$ cat src/rfa_pkg.sv
`timescale 1ns / 1ps
// ----------------------------------------------------------------------------
// rfa_pkg
// Shared types for the rational fraction ALU: command codes and the
// payload structs that travel between the pipeline stages.
// ----------------------------------------------------------------------------
package rfa_pkg;

  // command codes carried in tuser
  typedef enum logic [3:0] {
    CMD_ADD = 4'd0,
    CMD_SUB = 4'd1,
    CMD_MUL = 4'd2,
    CMD_DIV = 4'd3,
    CMD_NEG = 4'd4,
    CMD_EQ  = 4'd5,
    CMD_NE  = 4'd6,
    CMD_LT  = 4'd7,
    CMD_GE  = 4'd8,
    CMD_GT  = 4'd9,
    CMD_LE  = 4'd10
  } cmd_e;

  localparam int unsigned WordW = 32;
  localparam int unsigned ProdW = 2 * WordW;

  // operands as captured at the input
  typedef struct packed {
    cmd_e                    cmd;
    logic signed [WordW-1:0] a_num;
    logic signed [WordW-1:0] a_den;
    logic signed [WordW-1:0] b_num;
    logic signed [WordW-1:0] b_den;
  } op_t;

  // registered products and shortcut terms
  typedef struct packed {
    cmd_e                    cmd;
    logic signed [ProdW-1:0] p_a;       // a_num * b_den, or a_num * b_num for mul
    logic signed [ProdW-1:0] p_b;       // b_num * a_den
    logic [WordW-1:0]        p_den;     // low word of a_den * b_den
    logic [WordW-1:0]        short_num; // equal-denominator sum/diff, or negation
    logic [WordW-1:0]        a_den;
    logic                    den_eq;
    logic                    num_eq;
  } prod_t;

  // result before denominator fix-up
  typedef struct packed {
    logic [WordW-1:0] num;
    logic [WordW-1:0] den;
    logic             cmp;
    logic             arith;
  } eval_t;

  // final result word
  typedef struct packed {
    logic [WordW-1:0] num;
    logic [WordW-1:0] den;
    logic             cmp;
    logic             den_zero;
  } res_t;

endpackage

$ cat src/rfa_out.sv
`timescale 1ns / 1ps
`default_nettype none
// ----------------------------------------------------------------------------
// rfa_out
// Output stage: replaces a zero arithmetic denominator by one, raises the
// flag and holds the result until the downstream side takes it.
// ----------------------------------------------------------------------------
module rfa_out (
  input  wire logic           clk_i,
  input  wire logic           rst_ni,
  input  wire logic           valid_i,
  output logic                ready_o,
  input  wire rfa_pkg::eval_t  eval_i,
  output logic                valid_o,
  input  wire logic           ready_i,
  output rfa_pkg::res_t       res_o
);

  logic          vld_q;
  logic          en;
  logic          den_zero;
  rfa_pkg::res_t res_d, res_q;

  assign en      = !vld_q || ready_i;
  assign ready_o = en;

  // zero denominator fix-up
  assign den_zero = eval_i.arith && (eval_i.den == '0);

  always_comb begin
    res_d.num      = eval_i.num;
    res_d.den      = den_zero ? 32'd1 : eval_i.den;
    res_d.cmp      = eval_i.cmp;
    res_d.den_zero = den_zero;
  end

  always_ff @(posedge clk_i or negedge rst_ni) begin
    if (!rst_ni) begin
      vld_q <= 1'b0;
    end else if (en) begin
      vld_q <= valid_i;
    end
  end

  always_ff @(posedge clk_i) begin
    if (en && valid_i) begin
      res_q <= res_d;
    end
  end

  assign valid_o = vld_q;
  assign res_o   = res_q;

endmodule
`default_nettype wire

$ cat config.mk
export PLATFORM = sky130hd
export DESIGN_NAME = rfa_out
export DESIGN_NICKNAME = d
export VERILOG_FILES = /design/src/rfa_pkg.sv /design/src/rfa_out.sv
export SDC_FILE = /design/constraint.sdc
export NUM_CORES = 1
export LEC_CHECK = 0
export BUFFER_PORTS_ARGS = -buffer_cell sky130_fd_sc_hd__buf_2
export CAP_MARGIN = 10
export CORE_MARGIN = 2
export CORE_UTILIZATION = 45
export CTS_CLUSTER_DIAMETER = 80
export DETAILED_ROUTE_END_ITERATION = 10
export GPL_ROUTABILITY_DRIVEN = 0
export PLACE_DENSITY = 0.93
export SLEW_MARGIN = 5
export SYNTH_ARGS = -nofsm -noshare
export SYNTH_HDL_FRONTEND = slang
export SYNTH_SLANG_ARGS = --single-unit
export TNS_END_PERCENT = 100
$ cat constraint.sdc
create_clock -name clk_i -period 4.2 [get_ports clk_i]
set_input_delay 0 -clock clk_i [delete_from_list [all_inputs] [get_ports clk_i]]
set_output_delay 0 -clock clk_i [all_outputs]
set_load 0.005 [all_outputs]
==> metrics <==
Starting DRT DRC Count=65; Worst-Skew Late Latency=0.33 ns; Layout Cells excl Fill=375; die height=75.1 um; Chip Width=75.1 um; Ports=138; Hold EP=res_o[2]; TNS Setup=0 ns; Worst EP required=4.17 ns; RR Endpoint=res_o[37]; synthesized netlist cell count=116; Die ar.=5630 sq um; Clock Skew=0.00723 ns; final number of setup-violating endpoints=0; cell area after synthesis=2270 sq um; DRT Pass-1 Iters=4; R2R setup slack=2.18 ns; via/cell ratio=4.49; Leakage=1.60 nW; Slew @ Worst Pin=0.679 ns; Initial Util=0.475; total power=1.43 mW; clock tree sinks=67; CTS H-tree lvls=3; DR DRC count=0; status=finished, final reports clean; Post-CTS Setup Inserts=0; synthesis-to-layout area growth=67.2%; initial antenna violation count=0; worst hold path depth=4; WP data arrival=1.99 ns; most common cell after layout, fill and taps aside=buf_2; Worst Min Path Start=eval_i[0]; Site Rows=25; Final ANT Viol Nets=0; wire length per cell=16.3 um; Total GRT Usage=0.225; pin count of the biggest net entering global routing=38; Core ar.=4790 sq um; minimum clock period=2.02 ns; TritonCTS Buffers=9; Root Driver=clkbuf_8; WL final=6100 um; Slew Limit Headroom=0.547; CTS clock-pin slew for the worst setup and hold paths=0.07 ns; crit path kind=flop to flop; Placed Instances=290; worst reg-to-reg path cell count=3; fillcell total=245; Port-buffer cells=137; Syn Area/Cell=19.6 sq um; Hold WC Path Type=input pin to flop; Final Hold Vio Count=0; total of warnings raised by yosys=0; syn_nets=186; startpoint types=flop; max cap viols=0; Pwr per Cell Area=376 nW/um^2; Synth cell types=16; Critical Path Source=valid_o; vias in the first global route=1,782; FF+latch count, synth=67; CTS tree=built; post-DP HPWL=3420 um; max frequency=0.496 GHz; fin crit share=0.481; most frequent cells in the layout=137 x buf_2, 69 x dlygate4sd3_1, 66 x edfxtp_1, 12 x clkbuf_8, 4 x nor4_1; total grt overflow=0; vias=1,683; maximum VDD drop=0.262 mV; Final #Nets=373; Antenna Cells=0; RSZ-0062 raised after global routing=false; first-pass GRT wire length=8710 um; layout cells sized above 1=0.513; Slew Viols, Final=0; worst r2r src=valid_o; crit-path max FO=37; deepest clock path buffer count=2; Seq/Total Area, Yosys=0.883; crit end category=flop
## cell type report
cell class	instances	area (sq um)	share of cell area
flip-flops and latches	67	2010	0.528
clock buffers	14	173	0.0455
multi-input cells	17	138	0.0362
repair buffers	207	1380	0.364
clock inverters	2	10.0	0.00264
well taps	67	83.8	0.0221
inverters	1	3.75	0.000988
## where the power goes
group / leakage, nW / internal, mW / switching, mW
Clock: 0.0965 / 0.262 / 0.227
Sequential: 0.640 / 0.779 / 0.00955
Combinational: 0.859 / 0.0904 / 0.0625
Total: 1.60 / 1.13 / 0.299
## how the worst max path moves through the flow
stage	to
floorplan	res_o[0]
global placement	res_o[46]
detailed placement	res_o[65]
CTS	res_o[51]
global route	res_o[49]
finish	res_o[37]
## cells by family after synthesis
group | share of synthesized area
flops | 0.883
buf+inv | 0.0567
simple gates | 0.0529
compound gates | 0.00716
## flip-flops by register name, indices dropped and copies added (netlist names)
signal / cells
res_o: 66
valid_o: 1
## critical path, stage by stage (launching register included)
cell and delay (ns):
dfrtp_1 0.40, nand2b_1 0.12, and2_2 0.61, buf_4 0.53
## per-stage QoR
step                worst slack, ns  hold slack [ns]  cell area [sq um]   util
floorplan                      1.69           -0.296               2270      -
global placement               2.32           -0.225               2930  0.611
detailed placement             2.23           -0.223               2930  0.611
CTS                            2.22            0.279               3800  0.794
global route                   2.05            0.291               3800  0.794
finish                         2.18            0.297               3800  0.794
## layer usage
metal  global-route usage  vias up  share of wire
met5                    0        -              0
met4                0.113        0          0.018
met3               0.0817       11           0.12
met2                0.390      122           0.51
met1                0.242      765           0.35
li1                     -      785              -
## synth_stat cells, drive strengths merged
library cell / number / area, sq um
buf: 2 / 10.0
nand4: 1 / 6.26
dfrtp: 1 / 25.0
and2: 1 / 6.26
nor2: 1 / 3.75
nand2b: 2 / 12.5
nor4: 7 / 62.6
nor4b: 1 / 15.0
dlygate4sd3: 1 / 10.0
nand2: 2 / 7.51
or3: 1 / 6.26
clkbuf: 28 / 105
edfxtp: 66 / 1980
inv: 1 / 3.75
o41ai: 1 / 16.3
## what timing repair did
| item | 4_1_cts | 5_1_grt |
|---|---|---|
| endpoints found under the setup margin | 0 | 0 |
| gates resized for setup | 0 | 0 |
| hold buffers | 69 | 0 |
| endpoints found under the hold margin | 67 | 0 |
No activity file was read; power rests on OpenSTA's default activity.
