<file path="src/rfa_pkg.sv">
`timescale 1ns / 1ps
// ----------------------------------------------------------------------------
// rfa_pkg
// Shared types for the rational fraction ALU: command codes and the
// payload structs that travel between the pipeline stages.
// ----------------------------------------------------------------------------
package rfa_pkg;

  // command codes carried in tuser
  typedef enum logic [3:0] {
    CMD_ADD = 4'd0,
    CMD_SUB = 4'd1,
    CMD_MUL = 4'd2,
    CMD_DIV = 4'd3,
    CMD_NEG = 4'd4,
    CMD_EQ  = 4'd5,
    CMD_NE  = 4'd6,
    CMD_LT  = 4'd7,
    CMD_GE  = 4'd8,
    CMD_GT  = 4'd9,
    CMD_LE  = 4'd10
  } cmd_e;

  localparam int unsigned WordW = 32;
  localparam int unsigned ProdW = 2 * WordW;

  // operands as captured at the input
  typedef struct packed {
    cmd_e                    cmd;
    logic signed [WordW-1:0] a_num;
    logic signed [WordW-1:0] a_den;
    logic signed [WordW-1:0] b_num;
    logic signed [WordW-1:0] b_den;
  } op_t;

  // registered products and shortcut terms
  typedef struct packed {
    cmd_e                    cmd;
    logic signed [ProdW-1:0] p_a;       // a_num * b_den, or a_num * b_num for mul
    logic signed [ProdW-1:0] p_b;       // b_num * a_den
    logic [WordW-1:0]        p_den;     // low word of a_den * b_den
    logic [WordW-1:0]        short_num; // equal-denominator sum/diff, or negation
    logic [WordW-1:0]        a_den;
    logic                    den_eq;
    logic                    num_eq;
  } prod_t;

  // result before denominator fix-up
  typedef struct packed {
    logic [WordW-1:0] num;
    logic [WordW-1:0] den;
    logic             cmp;
    logic             arith;
  } eval_t;

  // final result word
  typedef struct packed {
    logic [WordW-1:0] num;
    logic [WordW-1:0] den;
    logic             cmp;
    logic             den_zero;
  } res_t;

endpackage

</file>
<file path="src/rfa_eval.sv">
`timescale 1ns / 1ps
`default_nettype none
// ----------------------------------------------------------------------------
// rfa_eval
// Evaluate stage: combines the products into the result fraction or the
// compare outcome from the exact 64-bit cross products.
// ----------------------------------------------------------------------------
module rfa_eval (
  input  wire logic           clk_i,
  input  wire logic           rst_ni,
  input  wire logic           valid_i,
  output logic                ready_o,
  input  wire rfa_pkg::prod_t  prod_i,
  output logic                valid_o,
  input  wire logic           ready_i,
  output rfa_pkg::eval_t      eval_o
);

  logic           vld_q;
  logic           en;
  logic           lt;
  logic           gt;
  logic           eq;
  logic [31:0]    pa_lo;
  logic [31:0]    pb_lo;
  rfa_pkg::eval_t eval_d, eval_q;

  assign en      = !vld_q || ready_i;
  assign ready_o = en;

  assign pa_lo = prod_i.p_a[31:0];
  assign pb_lo = prod_i.p_b[31:0];

  // exact compares on the signed cross products
  assign lt = (prod_i.p_a < prod_i.p_b);
  assign gt = (prod_i.p_a > prod_i.p_b);
  assign eq = prod_i.den_eq ? prod_i.num_eq : (prod_i.p_a == prod_i.p_b);

  // result select per command
  always_comb begin
    eval_d.num   = '0;
    eval_d.den   = 32'd1;
    eval_d.cmp   = 1'b0;
    eval_d.arith = 1'b0;
    unique case (prod_i.cmd)
      rfa_pkg::CMD_ADD: begin
        eval_d.arith = 1'b1;
        eval_d.num   = prod_i.den_eq ? prod_i.short_num : pa_lo + pb_lo;
        eval_d.den   = prod_i.den_eq ? prod_i.a_den : prod_i.p_den;
      end
      rfa_pkg::CMD_SUB: begin
        eval_d.arith = 1'b1;
        eval_d.num   = prod_i.den_eq ? prod_i.short_num : pa_lo - pb_lo;
        eval_d.den   = prod_i.den_eq ? prod_i.a_den : prod_i.p_den;
      end
      rfa_pkg::CMD_MUL: begin
        eval_d.arith = 1'b1;
        eval_d.num   = pa_lo;
        eval_d.den   = prod_i.p_den;
      end
      rfa_pkg::CMD_DIV: begin
        eval_d.arith = 1'b1;
        eval_d.num   = pa_lo;
        eval_d.den   = pb_lo;
      end
      rfa_pkg::CMD_NEG: begin
        eval_d.arith = 1'b1;
        eval_d.num   = prod_i.short_num;
        eval_d.den   = prod_i.a_den;
      end
      rfa_pkg::CMD_EQ: eval_d.cmp = eq;
      rfa_pkg::CMD_NE: eval_d.cmp = !eq;
      rfa_pkg::CMD_LT: eval_d.cmp = lt;
      rfa_pkg::CMD_GE: eval_d.cmp = !lt;
      rfa_pkg::CMD_GT: eval_d.cmp = gt;
      rfa_pkg::CMD_LE: eval_d.cmp = !gt;
      default: ;
    endcase
  end

  always_ff @(posedge clk_i or negedge rst_ni) begin
    if (!rst_ni) begin
      vld_q <= 1'b0;
    end else if (en) begin
      vld_q <= valid_i;
    end
  end

  always_ff @(posedge clk_i) begin
    if (en && valid_i) begin
      eval_q <= eval_d;
    end
  end

  assign valid_o = vld_q;
  assign eval_o  = eval_q;

endmodule
`default_nettype wire

</file>
<file path="config.mk">
export PLATFORM = sky130hd
export DESIGN_NAME = rfa_eval
export DESIGN_NICKNAME = d
export VERILOG_FILES = /design/src/rfa_pkg.sv /design/src/rfa_eval.sv
export SDC_FILE = /design/constraint.sdc
export NUM_CORES = 1
export LEC_CHECK = 0
export ABC_AREA = 0
export BUFFER_PORTS_ARGS = -buffer_cell sky130_fd_sc_hd__buf_2
export CAP_MARGIN = 25
export CORE_AREA = 10 10 140 142
export DETAILED_ROUTE_END_ITERATION = 6
export DIE_AREA = 0 0 150 152
export PLACE_DENSITY_LB_ADDON = 0.12
export SYNTH_ARGS = -nofsm -noshare
export SYNTH_HDL_FRONTEND = slang
export SYNTH_SLANG_ARGS = --single-unit
</file>
<file path="constraint.sdc">
create_clock -name clk_i -period 2.7 [get_ports clk_i]
set_input_delay 0.405 -clock clk_i [delete_from_list [all_inputs] [get_ports clk_i]]
set_output_delay 0.405 -clock clk_i [all_outputs]
set_load 0.03 [all_outputs]
</file>
==> flow_summary.json, run 1 <==
{
  "drtAntennaViolNets": 0,
  "outcome": "complete, but fails checks",
  "avgSynthCellArea_sq_um": 8.22,
  "yosysTopAreaCell": "edfxtp_1",
  "ir_drop_uv": 312,
  "synth_cells": 1006,
  "fin_nets": 1885,
  "critPathMaxFanout": 3,
  "place.gp.congestion": 0.989,
  "clk-insertion-delay-late_ns": 0.35,
  "post-route-period-util_pct": 105,
  "min_path_cells": 2,
  "worst-slew-pin-transition_ns": 0.506,
  "synth.net_count": 1337,
  "cts-htree-levels": 3,
  "min-delay-start": "valid_i",
  "synth.area.top_cells": "edfxtp_1 24%, ha_1 14%, inv_1 5.9%",
  "arrival_ns": 2.93,
  "setup_tns_ns": -0.641,
  "ioPinCount": 302,
  "via_count": 10300,
  "r2r_end": "eval_o[65]",
  "overflow": 0,
  "dpl_worst_slack_ns": -0.668,
  "rows": 48,
  "clock.fmax_mhz": 353,
  "crit_required_ns": 2.80,
  "grt_start_max_net_pins": 36,
  "reg2reg_depth": 3,
  "min_path_type": "in2reg",
  "fin_skew_ns": 0.00640,
  "cts_tree": "done",
  "synthFlopType": "edfxtp_1",
  "setup_ws_ns": -0.132,
  "violations": "design-rule violations, negative setup slack",
  "final_cells": 1786,
  "maxCapViolations": 0,
  "drive_gt1_share_pct": 45.7,
  "ys_warn_count": 0,
  "p_leak_uw": 0.00636,
  "syn_area_sq_mm": 0.00827,
  "dieArea_sq_mm": 0.0228,
  "die_x_um": 150,
  "wirelength_mm": 35.2,
  "initial_core_util_pct": 48.8,
  "hold_viol": 0,
  "crit_type": "in2reg",
  "port-buffer-count": 301,
  "power_density_mw_per_mm2": 384,
  "die_y_um": 152,
  "hold_ws_ns": 0.272,
  "cts_root_buffer": "clkbuf_16",
  "synth_seq_cells": 67,
  "syn2layout_area_growth_pct": 57.2,
  "grt_pass1_vias": 10400,
  "clkTransAtPathRegs_ns": 0.06,
  "synth_edf_count": 66,
  "crit_path_start_kind": "input port",
  "cts_buffers": 9,
  "rsz0062_at_grt": "yes",
  "finalCriticalPeriod_ns": 2.83,
  "end_kind": "flop",
  "yosysSeqAreaShare_pct": 24.3,
  "via_per_inst": 5.79,
  "worst-r2r-setup-slack_ns": 1.09,
  "synth_cell_types": 85,
  "relSlewSlack_pct": 66.3,
  "hold_end": "valid_o",
  "finalSetupViolCount": 10,
  "cts.sinks": 67,
  "dp_hpwl_mm": 28.1,
  "grt_pass1_wl_mm": 53.8,
  "worstReg2RegStart": "valid_o",
  "clk_path_buf_depth": 2,
  "track_usage_pct": 29.0,
  "dp_cells": 1749,
  "slew_violations": 0,
  "dr.pass1.iters": 7,
  "antenna_found_initial": 2,
  "async_flop_share_pct": 1.49,
  "wl_per_cell_um": 19.7,
  "core-area_sq_mm": 0.0169,
  "drtIter0Drc": 977,
  "yosysTopAreaCellShare_pct": 24.0,
  "drc": 11
}
power by group:
| group | total [uW] | switching (uW) | internal (uW) | leakage [uW] |
|---|---|---|---|---|
| clock | 1350 | 535 | 816 | 0.000152 |
| sequential | 1260 | 18.7 | 1240 | 0.000662 |
| combinational | 2390 | 1270 | 1120 | 0.00555 |
| total | 5000 | 1820 | 3170 | 0.00636 |
area by class of cell:
| class | count | area, sq um |
|---|---|---|
| Antenna cell | 2 | 5.00 |
| Clock buffer | 9 | 225 |
| Clock inverter | 7 | 101 |
| Fill cell | 1287 | 3940 |
| Inverter | 131 | 507 |
| Multi-Input combinational cell | 758 | 6120 |
| Sequential cell | 67 | 2010 |
| Tap cell | 225 | 282 |
| Timing Repair Buffer | 587 | 3750 |
critical path: stages:
cell and delay, ns:
buf_12 0.12, inv_12 0.04, ha_4 0.11, inv_2 0.03, fa_2 0.34, a211o_1 0.29, a2111o_1 0.45, a21oi_4 0.25
a311oi_4 0.15, o21a_1 0.24, o21a_1 0.19, a311o_1 0.30
cells in the mapped netlist, types with 8 or more instances:
| cell | number |
|---|---|
| nand2_1 | 62 |
| a22oi_1 | 19 |
| edfxtp_1 | 66 |
| nand3_1 | 10 |
| a211oi_1 | 14 |
| nand2b_1 | 14 |
| a21o_1 | 17 |
| a222oi_1 | 36 |
| buf_2 | 10 |
| inv_1 | 129 |
| o21a_1 | 10 |
| o211ai_1 | 13 |
| o21ai_0 | 74 |
| o31ai_1 | 15 |
| nor2_1 | 70 |
| a2111oi_0 | 8 |
| nand4_1 | 18 |
| nor3_1 | 21 |
| clkbuf_1 | 36 |
| a221o_1 | 9 |
| ha_1 | 95 |
| xnor2_1 | 21 |
| nor2b_1 | 20 |
| a21oi_1 | 69 |
through the flow:
| stage | cell area (sq um) | total power, uW | util (%) |
|---|---|---|---|
| global placement | 12000 | 3410 | 70.8 |
| CTS | 12600 | 4880 | 74.5 |
| global route | 13000 | 5230 | 76.7 |
| detailed placement | 12000 | 3440 | 70.8 |
| finish | 13000 | 5000 | 76.8 |
| floorplan | 8360 | 2440 | - |
cells in the final DEF (no fill, tap or decap), types with 6 or more instances in the layout:
| master | Yosys | final |
|---|---|---|
| nand3b_1 | 6 | 6 |
| a21o_1 | 17 | 16 |
| a221o_1 | 9 | 9 |
| nor2b_1 | 20 | 16 |
| o21ai_1 | 6 | 12 |
| clkbuf_16 | 0 | 9 |
| nand2_1 | 62 | 60 |
| a22o_1 | 6 | 6 |
| inv_1 | 129 | 123 |
| edfxtp_1 | 66 | 66 |
| nand3_1 | 10 | 9 |
| a222oi_1 | 36 | 36 |
| xnor2_1 | 21 | 21 |
| o211ai_1 | 13 | 13 |
| ha_4 | 0 | 18 |
| nor2_1 | 70 | 69 |
| ha_1 | 95 | 72 |
| buf_4 | 2 | 276 |
| a22oi_1 | 19 | 18 |
| a211o_1 | 7 | 7 |
| nand2b_1 | 14 | 13 |
| inv_2 | 2 | 6 |
| o21ai_0 | 74 | 62 |
| nor3_1 | 21 | 17 |
| or3_1 | 7 | 6 |
| a21oi_1 | 69 | 64 |
| nand4_1 | 18 | 18 |
| a21oi_2 | 2 | 7 |
| a211oi_1 | 14 | 11 |
| o31ai_1 | 15 | 11 |
| buf_6 | 1 | 9 |
| mux2i_1 | 7 | 7 |
| o21a_1 | 10 | 10 |
| buf_2 | 10 | 297 |
routing by layer:
metal | wire length [um] | GRT usage [%] | share of wire (%)
met1 | 14300 | 36.3 | 41
met2 | 17000 | 49.5 | 48
met3 | 3030 | 5.44 | 8.6
met4 | 791 | 8.29 | 2.2
met5 | 0 | 0 | 0
cells by family after synthesis:
group	count (synthesis)	synth area share (%)
AO/OA/AOI/OAI	370	32.9
AND/OR/NAND/NOR	256	15.5
buffers and inverters	181	8.55
adder cells (fa/ha/maj)	97	14.9
flip-flops	67	24.3
XOR/XNOR	24	2.54
multiplexers	11	1.39
registers in the layout (all words and copies together), names as in the netlist:
register  flops
valid_o       1
eval_o       66
how the worst max path moves through the flow:
stage	startpoint	endpoint	slack (ns)
floorplan	prod_i[107]	eval_o[62]	-0.21
global placement	prod_i[113]	eval_o[62]	-0.55
detailed placement	prod_i[162]	eval_o[64]	-0.67
CTS	prod_i[162]	eval_o[64]	-0.14
global route	prod_i[162]	eval_o[64]	-0.21
finish	prod_i[162]	eval_o[64]	-0.13
timing repair:
action	4_1_cts	5_1_grt
endpoints found under the setup margin	17	23
hold buffers	1	0
pin swaps	26	36
buffers inserted	12	8
gates resized for setup	54	63
endpoints found under the hold margin	1	0
Power figures use the tool's default switching activity.
==> run 2: changes to the inputs <==
--- a/config.mk
+++ b/config.mk
@@ -11,7 +11,7 @@
 export CORE_AREA = 10 10 140 142
 export DETAILED_ROUTE_END_ITERATION = 6
 export DIE_AREA = 0 0 150 152
-export PLACE_DENSITY_LB_ADDON = 0.12
+export PLACE_DENSITY = 0.8
 export SYNTH_ARGS = -nofsm -noshare
 export SYNTH_HDL_FRONTEND = slang
 export SYNTH_SLANG_ARGS = --single-unit
==> flow_summary.json, run 2 (synthesis results as in run 1) <==
{
  "outcome": "complete, but fails checks",
  "violations": "negative setup slack",
  "clockPowerShare_pct": 27.0,
  "critPathMaxFanout": 6,
  "mostFrequentLayoutCells": "299 x buf_2, 272 x buf_4, 124 x inv_1",
  "die_y_um": 152,
  "switching_share_pct": 37.0,
  "clkTransAtPathRegs_ns": 0.06,
  "setup_ws_ns": -0.0957,
  "netSwitchingPower_uw": 1840,
  "finish.utilization_pct": 75.6,
  "fin_skew_ns": 0.00612,
  "ioPinCount": 302,
  "antenna_found_initial": 3,
  "wl_per_cell_um": 20.4,
  "overflow": 0,
  "cts_root_buffer": "clkbuf_16",
  "p_int_uw": 3130,
  "min_path_type": "in2reg",
  "track_usage_pct": 30.0,
  "maxCapViolations": 0,
  "drive_gt1_share_pct": 45.1,
  "power_frac_seq_pct": 25.3,
  "clock.fmax_mhz": 358,
  "worst-slew-pin-transition_ns": 0.514,
  "cp_cell_sequence": "buf_2 > inv_1 > ha_1 > buf_4 > clkinvlp_4 > a21oi_2 > a31oi_2 > a221oi_4 > a21oi_2 > o41ai_2 > mux2_1 > a211o_1",
  "end_kind": "flop",
  "drc": 0,
  "drtIter0Drc": 1098,
  "grt_pass1_vias": 10800,
  "wirelength_mm": 36.3,
  "worst-r2r-setup-slack_ns": 1.08,
  "p_leak_uw": 0.00630,
  "drtAntennaViolNets": 0,
  "via_count": 10500,
  "dp_hpwl_mm": 29.0,
  "cts.sinks": 67,
  "cts_buffers": 9,
  "crit_top_cell": "a21oi_2",
  "clk-insertion-delay-late_ns": 0.35,
  "cpPeakStageDelay_ns": 0.38,
  "relSlewSlack_pct": 65.7,
  "dpl_worst_slack_ns": -0.627,
  "port-buffer-count": 301,
  "crit_type": "in2reg",
  "dr.pass1.iters": 6,
  "via_per_inst": 5.92,
  "grt_start_max_net_pins": 38,
  "rows": 48,
  "post-route-period-util_pct": 104,
  "initial_core_util_pct": 48.8,
  "rsz0062_at_grt": "yes",
  "cts-htree-levels": 3,
  "cp_slowest_cell": "a221oi_4",
  "power_density_mw_per_mm2": 388,
  "power_frac_comb_pct": 47.7,
  "die_x_um": 150,
  "core-area_sq_mm": 0.0169,
  "finalSetupViolCount": 11,
  "ir_drop_uv": 330,
  "dieArea_sq_mm": 0.0228,
  "largest_register_ffs": 66,
  "syn2layout_area_growth_pct": 54.8,
  "finalCriticalPeriod_ns": 2.80,
  "hold_viol": 0,
  "grt_pass1_wl_mm": 55.7,
  "fin_nets": 1877,
  "mostFrequentLayoutCell": "buf_2",
  "crit_path_start_kind": "input port",
  "place.gp.congestion": 1.00,
  "cts_tree": "done",
  "power.total_uw": 4970,
  "arrival_ns": 2.90,
  "slew_violations": 0,
  "clk_path_buf_depth": 2,
  "crit_required_ns": 2.81
}
## run 2: changes by cell type in the layout (fill, tap and decap cells not counted), moves of 5 or more
cell,delta
ha_1,+11
ha_4,-11
o21ai_1,+7
a21oi_1,-5
nor2_2,+5
## run 2: cell type report
type                    instances  area (sq um)
clock buffers                  10           229
well taps                     225           282
diodes                          3          7.51
flip-flops and latches         67          2010
fillers                      1281          4140
inverters                     131           508
clock inverters                 6          88.8
multi-input cells             758          6030
repair buffers                579          3640
## run 2: final timing paths
kind | start | endpoint | cells past startpoint
min in group asynchronous | rst_ni | valid_o | 2
hold reg to reg | valid_o | valid_o | 2
setup reg to reg | valid_o | eval_o[0] | 3
hold / removal | valid_i | valid_o | 2
setup / recovery | prod_i[115] | eval_o[62] | 12
max in group asynchronous | rst_ni | valid_o | 2
## run 2: timing repair
action	4_1_cts	5_1_grt
setup buffers	7	2
endpoints found under the setup margin	14	24
endpoints found under the hold margin	1	0
hold buffers	1	0
pin swaps	30	31
resized for setup	53	48
## run 2: metrics by stage
stage               cells  TNS (ns)  cell area [sq um]  hold slack (ns)
floorplan            1006    -0.837               8360            0.109
CTS                  1774     -1.04              12600            0.249
finish               1779    -0.484              12800            0.252
detailed placement   1750     -9.55              12000            0.181
global placement     1750     -8.54              12000            0.180
global route         1778     -2.02              12800            0.278
## run 2: routing by layer
metal,global-route usage (%),wire length [um],part of all wire [%]
met1,36.7,14100,39
met4,10.0,1100,3.0
met5,0,0,0
met2,50.9,17500,48
met3,6.30,3570,9.8
## run 2: worst max-delay path: cells and delay by family
family          cells  cell delay (ns)
compound gates      6             1.34
buf+inv             4             0.50
mux                 1             0.35
fa+ha+maj           1             0.32
## run 2: power groups by stage
stage / clock network (uW) / registers, uW / logic (uW)
4_1_cts: 1350 / 1260 / 2270
3_3_place_gp: 0 / 1280 / 2140
5_1_grt: 1380 / 1260 / 2550
6_report: 1340 / 1260 / 2370
3_5_place_dp: 0 / 1280 / 2170
2_1_floorplan: 0 / 1430 / 1010
